`config.mk`:
```
export PLATFORM = sky130hd
export DESIGN_NAME = buffer_free_list_allocator_unit
export DESIGN_NICKNAME = d
export VERILOG_FILES = /design/src/rtl/bfla_pkg.sv /design/src/rtl/bfla_ctrl.sv /design/src/rtl/bfla_dp.sv /design/src/rtl/buffer_free_list_allocator_unit.sv
export SDC_FILE = /design/constraint.sdc
export NUM_CORES = 2
export LEC_CHECK = 0
export BUFFER_PORTS_ARGS = -buffer_cell sky130_fd_sc_hd__buf_2
export CORE_MARGIN = 3
export CORE_UTILIZATION = 50
export DETAILED_ROUTE_END_ITERATION = 6
export GPL_ROUTABILITY_DRIVEN = 1
export PLACE_DENSITY = 0.73
export SYNTH_ARGS = -nofsm -noshare
export SYNTH_HDL_FRONTEND = slang
export SYNTH_HIERARCHICAL = 1
export SYNTH_SLANG_ARGS = --single-unit
export TNS_END_PERCENT = 5
```
`constraint.sdc`:
```
create_clock -name clk -period 36.8 [get_ports clk]
set_input_delay 5.52 -clock clk [delete_from_list [all_inputs] [get_ports clk]]
set_output_delay 5.52 -clock clk [all_outputs]
set_load 0.005 [all_outputs]
```
`src/rtl/bfla_pkg.sv`:
```
// ----------------------------------------------------------------------------
// bfla_pkg
// Shared types and codes for the buffer free-list allocator.
// ----------------------------------------------------------------------------
package bfla_pkg;

  localparam int BUFFERS_DEF = 256;

  // Operation codes on in_func
  localparam logic [1:0] FUNC_GET       = 2'd0;
  localparam logic [1:0] FUNC_FREE_TAIL = 2'd1;
  localparam logic [1:0] FUNC_FREE_HEAD = 2'd2;
  localparam logic [1:0] FUNC_SET_PIN   = 2'd3;

  // Result status codes on out_status
  localparam logic [1:0] STAT_DONE      = 2'd0;
  localparam logic [1:0] STAT_EXHAUSTED = 2'd1;
  localparam logic [1:0] STAT_LISTED    = 2'd2;

  typedef enum logic [2:0] {
    ST_CLEAR,
    ST_IDLE,
    ST_GET_CHK,
    ST_GET_EVAL,
    ST_FREE_CHK,
    ST_FREE_EVAL,
    ST_PIN_WR
  } state_t;

  typedef enum logic [1:0] {
    RES_GRANT,
    RES_EXHAUST,
    RES_ECHO_DONE,
    RES_ECHO_LISTED
  } res_t;

  // Controller to datapath
  typedef struct packed {
    logic clr_step;
    logic latch;
    logic rd_en;
    logic rd_head;
    logic pop;
    logic free_upd;
    logic pin_wr;
    logic emit;
    res_t res;
  } cmd_t;

  // Datapath to controller
  typedef struct packed {
    logic clr_last;
    logic empty;
    logic in_range;
    logic listed;
    logic pinned;
    logic last_pop;
  } stat_t;

endpackage

```
`src/rtl/bfla_ctrl.sv`:
```
// ----------------------------------------------------------------------------
// bfla_ctrl
// Sequencer for the allocator: clearing pass, get, free and pin flows.
// ----------------------------------------------------------------------------
module bfla_ctrl (
  input  logic               clk,
  input  logic               rst_n,
  input  logic               start,
  input  logic [1:0]         in_func,
  input  bfla_pkg::stat_t    stat,
  output bfla_pkg::cmd_t     cmd,
  output logic               busy
);

  bfla_pkg::state_t state_r, state_nxt;

  always_ff @(posedge clk) begin
    if (!rst_n) begin
      state_r <= bfla_pkg::ST_CLEAR;
    end else begin
      state_r <= state_nxt;
    end
  end

  always_comb begin
    state_nxt = state_r;
    unique case (state_r)
      bfla_pkg::ST_CLEAR: begin
        if (stat.clr_last) state_nxt = bfla_pkg::ST_IDLE;
      end
      bfla_pkg::ST_IDLE: begin
        if (start) begin
          unique case (in_func)
            bfla_pkg::FUNC_GET:       state_nxt = bfla_pkg::ST_GET_CHK;
            bfla_pkg::FUNC_FREE_TAIL: state_nxt = bfla_pkg::ST_FREE_CHK;
            bfla_pkg::FUNC_FREE_HEAD: state_nxt = bfla_pkg::ST_FREE_CHK;
            bfla_pkg::FUNC_SET_PIN:   state_nxt = bfla_pkg::ST_PIN_WR;
            default:                  state_nxt = bfla_pkg::ST_IDLE;
          endcase
        end
      end
      bfla_pkg::ST_GET_CHK: begin
        state_nxt = stat.empty ? bfla_pkg::ST_IDLE : bfla_pkg::ST_GET_EVAL;
      end
      bfla_pkg::ST_GET_EVAL: begin
        // skip a pinned entry and try the next one
        if (stat.pinned && !stat.last_pop) state_nxt = bfla_pkg::ST_GET_CHK;
        else state_nxt = bfla_pkg::ST_IDLE;
      end
      bfla_pkg::ST_FREE_CHK: begin
        state_nxt = stat.in_range ? bfla_pkg::ST_FREE_EVAL : bfla_pkg::ST_IDLE;
      end
      bfla_pkg::ST_FREE_EVAL: state_nxt = bfla_pkg::ST_IDLE;
      bfla_pkg::ST_PIN_WR:    state_nxt = bfla_pkg::ST_IDLE;
      default:                state_nxt = bfla_pkg::ST_CLEAR;
    endcase
  end

  always_comb begin
    cmd          = '0;
    cmd.res      = bfla_pkg::RES_ECHO_DONE;
    busy         = 1'b1;
    unique case (state_r)
      bfla_pkg::ST_CLEAR: begin
        cmd.clr_step = 1'b1;
      end
      bfla_pkg::ST_IDLE: begin
        busy      = 1'b0;
        cmd.latch = start;
      end
      bfla_pkg::ST_GET_CHK: begin
        if (stat.empty) begin
          cmd.emit = 1'b1;
          cmd.res  = bfla_pkg::RES_EXHAUST;
        end else begin
          cmd.rd_en   = 1'b1;
          cmd.rd_head = 1'b1;
        end
      end
      bfla_pkg::ST_GET_EVAL: begin
        cmd.pop = 1'b1;
        if (!stat.pinned) begin
          cmd.emit = 1'b1;
          cmd.res  = bfla_pkg::RES_GRANT;
        end else if (stat.last_pop) begin
          cmd.emit = 1'b1;
          cmd.res  = bfla_pkg::RES_EXHAUST;
        end
      end
      bfla_pkg::ST_FREE_CHK: begin
        if (stat.in_range) begin
          cmd.rd_en = 1'b1;
        end else begin
          cmd.emit = 1'b1;
        end
      end
      bfla_pkg::ST_FREE_EVAL: begin
        cmd.emit = 1'b1;
        if (stat.listed) begin
          cmd.res = bfla_pkg::RES_ECHO_LISTED;
        end else begin
          cmd.free_upd = 1'b1;
        end
      end
      bfla_pkg::ST_PIN_WR: begin
        cmd.pin_wr = stat.in_range;
        cmd.emit   = 1'b1;
      end
      default: begin
        busy = 1'b1;
      end
    endcase
  end

endmodule

```
`src/rtl/bfla_dp.sv`:
```
// ----------------------------------------------------------------------------
// bfla_dp
// Link, listed and pinned memories, head/tail pointers and result register.
// ----------------------------------------------------------------------------
module bfla_dp #(
  parameter int BUFFERS = bfla_pkg::BUFFERS_DEF
) (
  input  logic               clk,
  input  logic               rst_n,
  input  bfla_pkg::cmd_t     cmd,
  input  logic [1:0]         in_func,
  input  logic [7:0]         in_buffer_index,
  input  logic               in_pin_flag,
  output bfla_pkg::stat_t    stat,
  output logic               out_valid,
  output logic [7:0]         out_granted_index,
  output logic [1:0]         out_status
);

  localparam int IDX_W = (BUFFERS > 1) ? $clog2(BUFFERS) : 1;
  localparam logic [IDX_W-1:0] LAST_IDX = IDX_W'(BUFFERS - 1);

  logic [IDX_W-1:0] link_mem   [BUFFERS];
  logic             listed_mem [BUFFERS];
  logic             pinned_mem [BUFFERS];

  logic [IDX_W-1:0] head_r, tail_r, clr_cnt_r;
  logic             empty_r;
  logic [1:0]       func_r;
  logic [7:0]       idx8_r;
  logic             pin_r;
  logic [IDX_W-1:0] link_rd_r;
  logic             listed_rd_r, pinned_rd_r;
  logic             out_valid_r;
  logic [7:0]       granted_r;
  logic [1:0]       status_r;

  logic [IDX_W-1:0] idx;
  logic [IDX_W-1:0] rd_addr;
  logic [IDX_W-1:0] clr_next;
  logic             link_we, listed_we, pinned_we;
  logic [IDX_W-1:0] link_wa, listed_wa, pinned_wa, link_wd;
  logic             listed_wd, pinned_wd;
  logic             tail_op;

  assign idx      = IDX_W'(idx8_r);
  assign rd_addr  = cmd.rd_head ? head_r : idx;
  assign clr_next = (clr_cnt_r == LAST_IDX) ? '0 : clr_cnt_r + IDX_W'(1);
  assign tail_op  = (func_r == bfla_pkg::FUNC_FREE_TAIL);

  // Write port selection
  always_comb begin
    link_we   = 1'b0;
    link_wa   = clr_cnt_r;
    link_wd   = clr_next;
    listed_we = 1'b0;
    listed_wa = clr_cnt_r;
    listed_wd = 1'b1;
    pinned_we = 1'b0;
    pinned_wa = clr_cnt_r;
    pinned_wd = 1'b0;
    priority if (cmd.clr_step) begin
      link_we   = 1'b1;
      listed_we = 1'b1;
      pinned_we = 1'b1;
    end else if (cmd.pop) begin
      listed_we = 1'b1;
      listed_wa = head_r;
      listed_wd = 1'b0;
    end else if (cmd.free_upd) begin
      listed_we = 1'b1;
      listed_wa = idx;
      if (tail_op) begin
        // the tail's link is dead while the list is empty
        link_we = !empty_r;
        link_wa = tail_r;
        link_wd = idx;
      end else begin
        link_we = 1'b1;
        link_wa = idx;
        link_wd = head_r;
      end
    end else if (cmd.pin_wr) begin
      pinned_we = 1'b1;
      pinned_wa = idx;
      pinned_wd = pin_r;
    end
  end

  always_ff @(posedge clk) begin
    if (link_we)   link_mem[link_wa]     <= link_wd;
    if (listed_we) listed_mem[listed_wa] <= listed_wd;
    if (pinned_we) pinned_mem[pinned_wa] <= pinned_wd;
    if (cmd.rd_en) begin
      link_rd_r   <= link_mem[rd_addr];
      listed_rd_r <= listed_mem[rd_addr];
      pinned_rd_r <= pinned_mem[rd_addr];
    end
  end

  // Latched request word
  always_ff @(posedge clk) begin
    if (cmd.latch) begin
      func_r <= in_func;
      idx8_r <= in_buffer_index;
      pin_r  <= in_pin_flag;
    end
  end

  always_ff @(posedge clk) begin
    if (!rst_n) begin
      clr_cnt_r <= '0;
      head_r    <= '0;
      tail_r    <= LAST_IDX;
      empty_r   <= 1'b0;
    end else begin
      if (cmd.clr_step) clr_cnt_r <= clr_next;
      if (cmd.pop) begin
        if (head_r == tail_r) empty_r <= 1'b1;
        else head_r <= link_rd_r;
      end else if (cmd.free_upd) begin
        empty_r <= 1'b0;
        if (tail_op) begin
          tail_r <= idx;
          if (empty_r) head_r <= idx;
        end else begin
          head_r <= idx;
          if (empty_r) tail_r <= idx;
        end
      end
    end
  end

  always_ff @(posedge clk) begin
    if (!rst_n) begin
      out_valid_r <= 1'b0;
    end else begin
      out_valid_r <= cmd.emit;
    end
  end

  always_ff @(posedge clk) begin
    if (cmd.emit) begin
      unique case (cmd.res)
        bfla_pkg::RES_GRANT: begin
          granted_r <= 8'(head_r);
          status_r  <= bfla_pkg::STAT_DONE;
        end
        bfla_pkg::RES_EXHAUST: begin
          granted_r <= '0;
          status_r  <= bfla_pkg::STAT_EXHAUSTED;
        end
        bfla_pkg::RES_ECHO_LISTED: begin
          granted_r <= idx8_r;
          status_r  <= bfla_pkg::STAT_LISTED;
        end
        default: begin
          granted_r <= idx8_r;
          status_r  <= bfla_pkg::STAT_DONE;
        end
      endcase
    end
  end

  assign stat.clr_last = (clr_cnt_r == LAST_IDX);
  assign stat.empty    = empty_r;
  assign stat.in_range = (32'(idx8_r) < 32'(BUFFERS));
  assign stat.listed   = listed_rd_r;
  assign stat.pinned   = pinned_rd_r;
  assign stat.last_pop = (head_r == tail_r);

  assign out_valid         = out_valid_r;
  assign out_granted_index = granted_r;
  assign out_status        = status_r;

endmodule

```
`src/rtl/buffer_free_list_allocator_unit.sv`:
```
// ----------------------------------------------------------------------------
// buffer_free_list_allocator_unit
// Free list of buffer indices kept as a linked list with listed/pinned marks.
// ----------------------------------------------------------------------------
// Usage:
//   Raise start with in_func, in_buffer_index and in_pin_flag; the word is
//   taken at an edge where start is high and busy is low. Functions: get a
//   buffer, free at tail, free at head, set the pin mark.
//   Exactly one result per word: out_valid pulses for one cycle with
//   out_granted_index and out_status. The receiver cannot stall; a result
//   not taken in its cycle is gone.
//   Path from accept to result: pin PIN_WR; free FREE_CHK, FREE_EVAL
//   (FREE_CHK alone when the index is out of range); get GET_CHK, GET_EVAL,
//   both again per pinned entry skipped (one link memory read and one pop
//   per entry). An exhausted get on an empty list ends in GET_CHK.
//   busy is high from the accept edge until the result cycle, where it drops,
//   so the next word can be taken at the edge that ends the result cycle.
//   After reset a clearing pass walks all BUFFERS entries (256 by default)
//   of the link, listed and pinned memories, one entry a cycle; busy is high
//   throughout and every buffer ends up listed in order.
// ----------------------------------------------------------------------------
module buffer_free_list_allocator_unit #(
  parameter int BUFFERS = bfla_pkg::BUFFERS_DEF
) (
  input  logic       clk,
  input  logic       rst_n,
  input  logic       start,
  output logic       busy,
  input  logic [1:0] in_func,
  input  logic [7:0] in_buffer_index,
  input  logic       in_pin_flag,
  output logic       out_valid,
  output logic [7:0] out_granted_index,
  output logic [1:0] out_status
);

  bfla_pkg::cmd_t  cmd;
  bfla_pkg::stat_t stat;

  bfla_ctrl u_ctrl (
    .clk     (clk),
    .rst_n   (rst_n),
    .start   (start),
    .in_func (in_func),
    .stat    (stat),
    .cmd     (cmd),
    .busy    (busy)
  );

  bfla_dp #(
    .BUFFERS (BUFFERS)
  ) u_dp (
    .clk               (clk),
    .rst_n             (rst_n),
    .cmd               (cmd),
    .in_func           (in_func),
    .in_buffer_index   (in_buffer_index),
    .in_pin_flag       (in_pin_flag),
    .stat              (stat),
    .out_valid         (out_valid),
    .out_granted_index (out_granted_index),
    .out_status        (out_status)
  );

endmodule

```
# Word level (Yosys, flattened, before mapping)
# Memory sizes are Yosys's and may differ from the RTL's. A register that Yosys moved wholly into a read port is not among the register bits.
# Index checks and enable logic that the tools add are counted.
# word_totals
output_inout_bits,12
memories,3
inputBits,14
ff_bits,50
elab_cells,122
ramBits,2560
# memory_table
name,words,width,read_ports,rd_clocked_by_memory_dff,wr,line_no,text
u_dp.link_mem,256,8,1,1,1,bfla_dp.sv:23,logic [IDX_W-1:0] link_mem [BUFFERS];
u_dp.listed_mem,256,1,1,1,1,bfla_dp.sv:24,logic listed_mem [BUFFERS];
u_dp.pinned_mem,256,1,1,1,1,bfla_dp.sv:25,logic pinned_mem [BUFFERS];
# op_classes
eq_ne,19
n_bitwise,1
n_reduce_logical,14
muxes,73
add_sub_neg,1
# op_table
op,n
2-to-1 mux 8 bit,23
2-to-1 mux 1 bit,35
case mux 3 bit (6 select lines),1
case mux 8 bit (2 select lines),1
2-to-1 mux 3 bit,5
== test 3 bit (second input constant),3
case mux 3 bit (3 select lines),1
adder 8 x 1 -> 8 bit (second input constant),1
== test 8 bit,1
== test 8 bit (second input constant),1
== test 2 x 1 -> 1 bit (second input constant),3
== test 2 bit (second input constant),3
== test 3 x 2 -> 1 bit (second input constant),2
2-to-1 mux 2 bit,3
inequality test 2 bit (second input constant),3
case mux 2 bit (3 select lines),1
AND reduction 3 bit,2
logical NOT 2 bit,2
case mux 2 bit (2 select lines),1
AND reduction 2 bit,2
nonzero test 2 bit,2
OR reduction 2 bit,2
== test 3 x 1 -> 1 bit (second input constant),1
logical NOT 3 bit,1
7 further kinds,8

# Logic depth before layout (Yosys ltp)
# depth
word_depth,8
ltp_mapped,16
mapped_depth_nobuf,9

# Cells and area by module
# Netlist, hierarchy kept.
# by_module_without_submodules
module,area_each_um2,instances,cells_each,seq_area_each_um2
bfla_dp,106508.4,1,7203,78325.1
bfla_ctrl,355.3,1,48,60.1

# Worst setup path before layout
# Ideal clock, no wire load.
# synth_path
kind,reg2reg
startpoint,register u_ctrl.state_r[1]
endpoint,"memory u_dp/link_mem[0][4] (netlist bit), data pin"
required_ps,34613
stages_incl_launch_ff,9
t_arrival_ps,11717
setup_time_ps,2187
slack_ps,22896
period_less_slack_ps,13904
path_buffers,4
path_cell_list,dfxtp_1 > buf_2 > nand2b_1 > nor3_1 > clkbuf_1 > nand2_1 > clkbuf_1 > clkbuf_1 > o21ai_0
# synth_lines
item,line_no,text
"start, declared",bfla_ctrl.sv:15,"bfla_pkg::state_t state_r, state_nxt;"
"start signal, assigned",bfla_ctrl.sv:19,state_r <= bfla_pkg::ST_CLEAR;
"start signal, assigned",bfla_ctrl.sv:21,state_r <= state_nxt;
"end, declared",bfla_dp.sv:23,

==> flow_summary_export.csv <==
group,metric,value,unit
outcome,status,"complete, but fails checks",
outcome,violations,"max-capacitance violations, max-slew violations",
pwr,p_per_area,50.62,mW/mm2
sta,setup_ws,29.32,ns
global_route,grt_pass1_wl,420.1,mm
placement,io_buffers,25,
critical_path,start_kind,"flip-flop",
detailed_routing,first_pass_iters,6,
yosys,synthTopCellsByArea,"edfxtp_1 (73%), mux2i_1 (5.8%), nand2_1 (3.4%)",
sta,finalCritPeriodShare,20.33,%
yosys,seq_area_frac_synth,73.35,%
pwr,p_sw,1.162,mW
pwr,swShare,19.47,%
yosys,ys_ff_latch,2620,
global_route,grt_pass1_vias,63040,
sta,tns,0,ns
sta,tightest_slew,1.578,ns
yosys,synth_nets,7267,
clocking,cts_htree_levels,5,
pwr,p_seq_share,54.8,%
clocking,clock_latency,0.94,ns
detailed_routing,wl_per_cell,28.27,um
pwr,intPower,4.805,mW
placement,preCtsSetupSlack,29.35,ns
clocking,cts_resized,0,
pwr,leakage,40.23,nW
hold_path,hp-class,"reg2reg",
yosys,synth.most_common_cell,"edfxtp_1",
die,io_pins,26,
detailed_routing,ant_nets,0,
die,rows,169,
sta,final_max_slew_viol_count,2,
yosys,synth_cells,7251,
clocking,path_clk_slew,0.06,ns
pwr,clkPwrFrac,43.9,%
flow_run,cap_violations,1,
global_route,grt_max_degree,257,
placement,place_congestion,0.8801,
sta,rsz0062_at_grt,"false",
yosys,synth_edf_count,2591,
die,die_x,468.3,um
yosys,ys.flop_type,"edfxtp_1",
placement,dp_hpwl,157.4,mm
yosys,ys_warn_count,6,
clocking,post-cts-setup-buffers,0,
clocking,root_buffer,"clkbuf_16",
detailed_routing,routed_wl,287.1,mm
yosys,ys_async_sr_fraction,0,%
pwr,vdd_ir_drop_max,0.00003541,V
die,die_area,0.2193,mm2
final_layout,nets,7155,
clocking,clk_path_buf_depth,4,
yosys,synth_cell_types,66,
pwr,p_comb_share,1.2,%
sta,max-slew-margin-rel,-6.597,%
sta,final.min_clock_period,7.483,ns
clocking,tritoncts,"built",
detailed_routing,vias,65450,
die,start_util,50.34,%
global_route,grt_overflow,0,
detailed_routing,avgViaCountPerCell,6.445,
sta,finalSetupViolCount,0,
yosys,synth_top_area_share,72.81,%
critical_path,cp.arrival,8.10,ns
detailed_routing,drcViolationCount,0,
die,core_area,0.2123,mm2
clocking,holdBufCountCts,0,
sta,hold_violations,0,
critical_path,required,37.42,ns
yosys,synth_commonest_cells,"edfxtp_1 (2,591), nand2_1 (959), nor2_1 (826)",
clocking,cts_buffers,275,
die,fp.dieH,468.3,um
final_layout,drive_gt1_share,9.529,%
critical_path,crit_path_max_fanout,68,
global_route,track_usage,25.87,%
critical_path,worstSetupPathType,"reg2reg",
global_route,antenna_found_initial,10,
yosys,syn_area,0.1069,mm2
sta,fin_skew,0.06134,ns
yosys,synth.largest_area_cell,"edfxtp_1",
detailed_routing,drtIter0Drc,9289,
clocking,clock_sinks,2620,
critical_path,end_kind,"flip-flop",
final_layout,syn2layout_area_growth,10.30,%
sta,fmax,133.6,MHz
yosys,syn_avg_cell_area,14.74,um2
## flip-flops by register name, indices dropped and copies added (netlist names)
register / cells
u_dp/link_mem: 2048
u_dp/listed_mem: 256
u_dp/pinned_mem: 256
u_dp/clr_cnt_r: 8
u_dp/head_r: 8
u_dp/idx: 8
u_dp/link_rd_r: 8
u_dp/out_granted_index: 8
u_dp/tail_r: 8
u_ctrl/state_r: 3
u_dp/func_r: 2
u_dp/out_status: 2
u_dp/empty_r: 1
u_dp/listed_rd_r: 1
u_dp/out_valid: 1
u_dp/pin_r: 1
u_dp/pinned_rd_r: 1
## worst paths after layout
check | endpoint | startpoint | cells after the start | slack (ns)
setup / recovery | u_dp/link_rd_r[7] | u_ctrl/state_r[1] | 12 | 29.32
hold / removal | u_dp/tail_r[3] | u_dp/tail_r[3] | 2 | 0.53
setup reg to reg | u_dp/link_rd_r[7] | u_ctrl/state_r[1] | 12 | 29.32
hold reg to reg | u_dp/tail_r[3] | u_dp/tail_r[3] | 2 | 0.53
## cells by family after synthesis
group	synth area share, %
AO/OA/AOI/OAI	5.586
AND/OR/NAND/NOR	9.613
adder cells (fa/ha/maj)	0.02341
flip-flops	73.35
buffers and inverters	2.250
other	0.003509
multiplexers	9.034
XOR/XNOR	0.1393
## routing by layer
layer	part of all wire [%]	vias up	GRT usage [%]
li1	-	27440	-
met1	37	32920	34.79
met2	46	4310	39.50
met3	12	773	6.698
met4	5.1	2	12.53
met5	0.0045	-	0
## cell type report
type / instances / area, um2
timing repair buffer: 135 / 1114
clock inverter: 117 / 1016
fill: 16250 / 94430
clock buffer: 346 / 7318
multi-input combinational: 4098 / 26450
inverter: 9 / 33.78
sequential: 2620 / 78390
antenna: 10 / 25.02
tap: 2821 / 3530
## per-stage QoR
step / total power, mW / utilization (%) / std cells / cell area [um2] / hold WS, ns
detailed placement: 3.406 / 51.58 / 9683 / 109500 / 0.5121
finish: 5.967 / 55.52 / 10160 / 117900 / 0.5336
floorplan: 3.392 / - / 7251 / 106900 / 0.4863
global route: 6.113 / 55.51 / 10150 / 117800 / 0.5545
global placement: 3.403 / 51.58 / 9683 / 109500 / 0.5018
CTS: 5.991 / 55.51 / 10150 / 117800 / 0.5280
## cell usage in the layout (no fill, tap or decap), drive strengths merged, types with 16 or more instances in the layout
cell type / count
a21oi: 117
a31oi: 162
and2: 26
buf: 135
bufinv: 18
clkbuf: 346
clkinv: 92
dfxtp: 29
edfxtp: 2591
mux2i: 624
mux4: 148
nand2: 959
nand2b: 22
nand3: 419
nand3b: 18
nand4: 36
nor2: 826
nor2b: 16
nor3: 90
o21ai: 134
o221ai: 233
o22ai: 74
o31ai: 21
o41ai: 26
## critical path, cell delays in order, from the launching register on
cell	delay, ns
dfxtp_1	0.61
nand2b_1	0.29
nor2_4	0.15
buf_4	0.48
mux2_8	0.77
buf_4	0.79
buf_4	0.75
buf_4	0.89
mux4_2	0.62
a2111oi_2	0.49
nor3_1	0.12
o41ai_1	0.86
nand4_1	0.14
## power groups by stage
stage | Sequential [mW] | Combinational, mW | Clock (mW)
2_1_floorplan | 3.36 | 0.0327 | 0
3_3_place_gp | 3.34 | 0.0677 | 0
3_5_place_dp | 3.34 | 0.0704 | 0
4_1_cts | 3.27 | 0.0705 | 2.65
5_1_grt | 3.27 | 0.0751 | 2.77
6_report | 3.27 | 0.0722 | 2.62
Power figures use the tool's default switching activity.
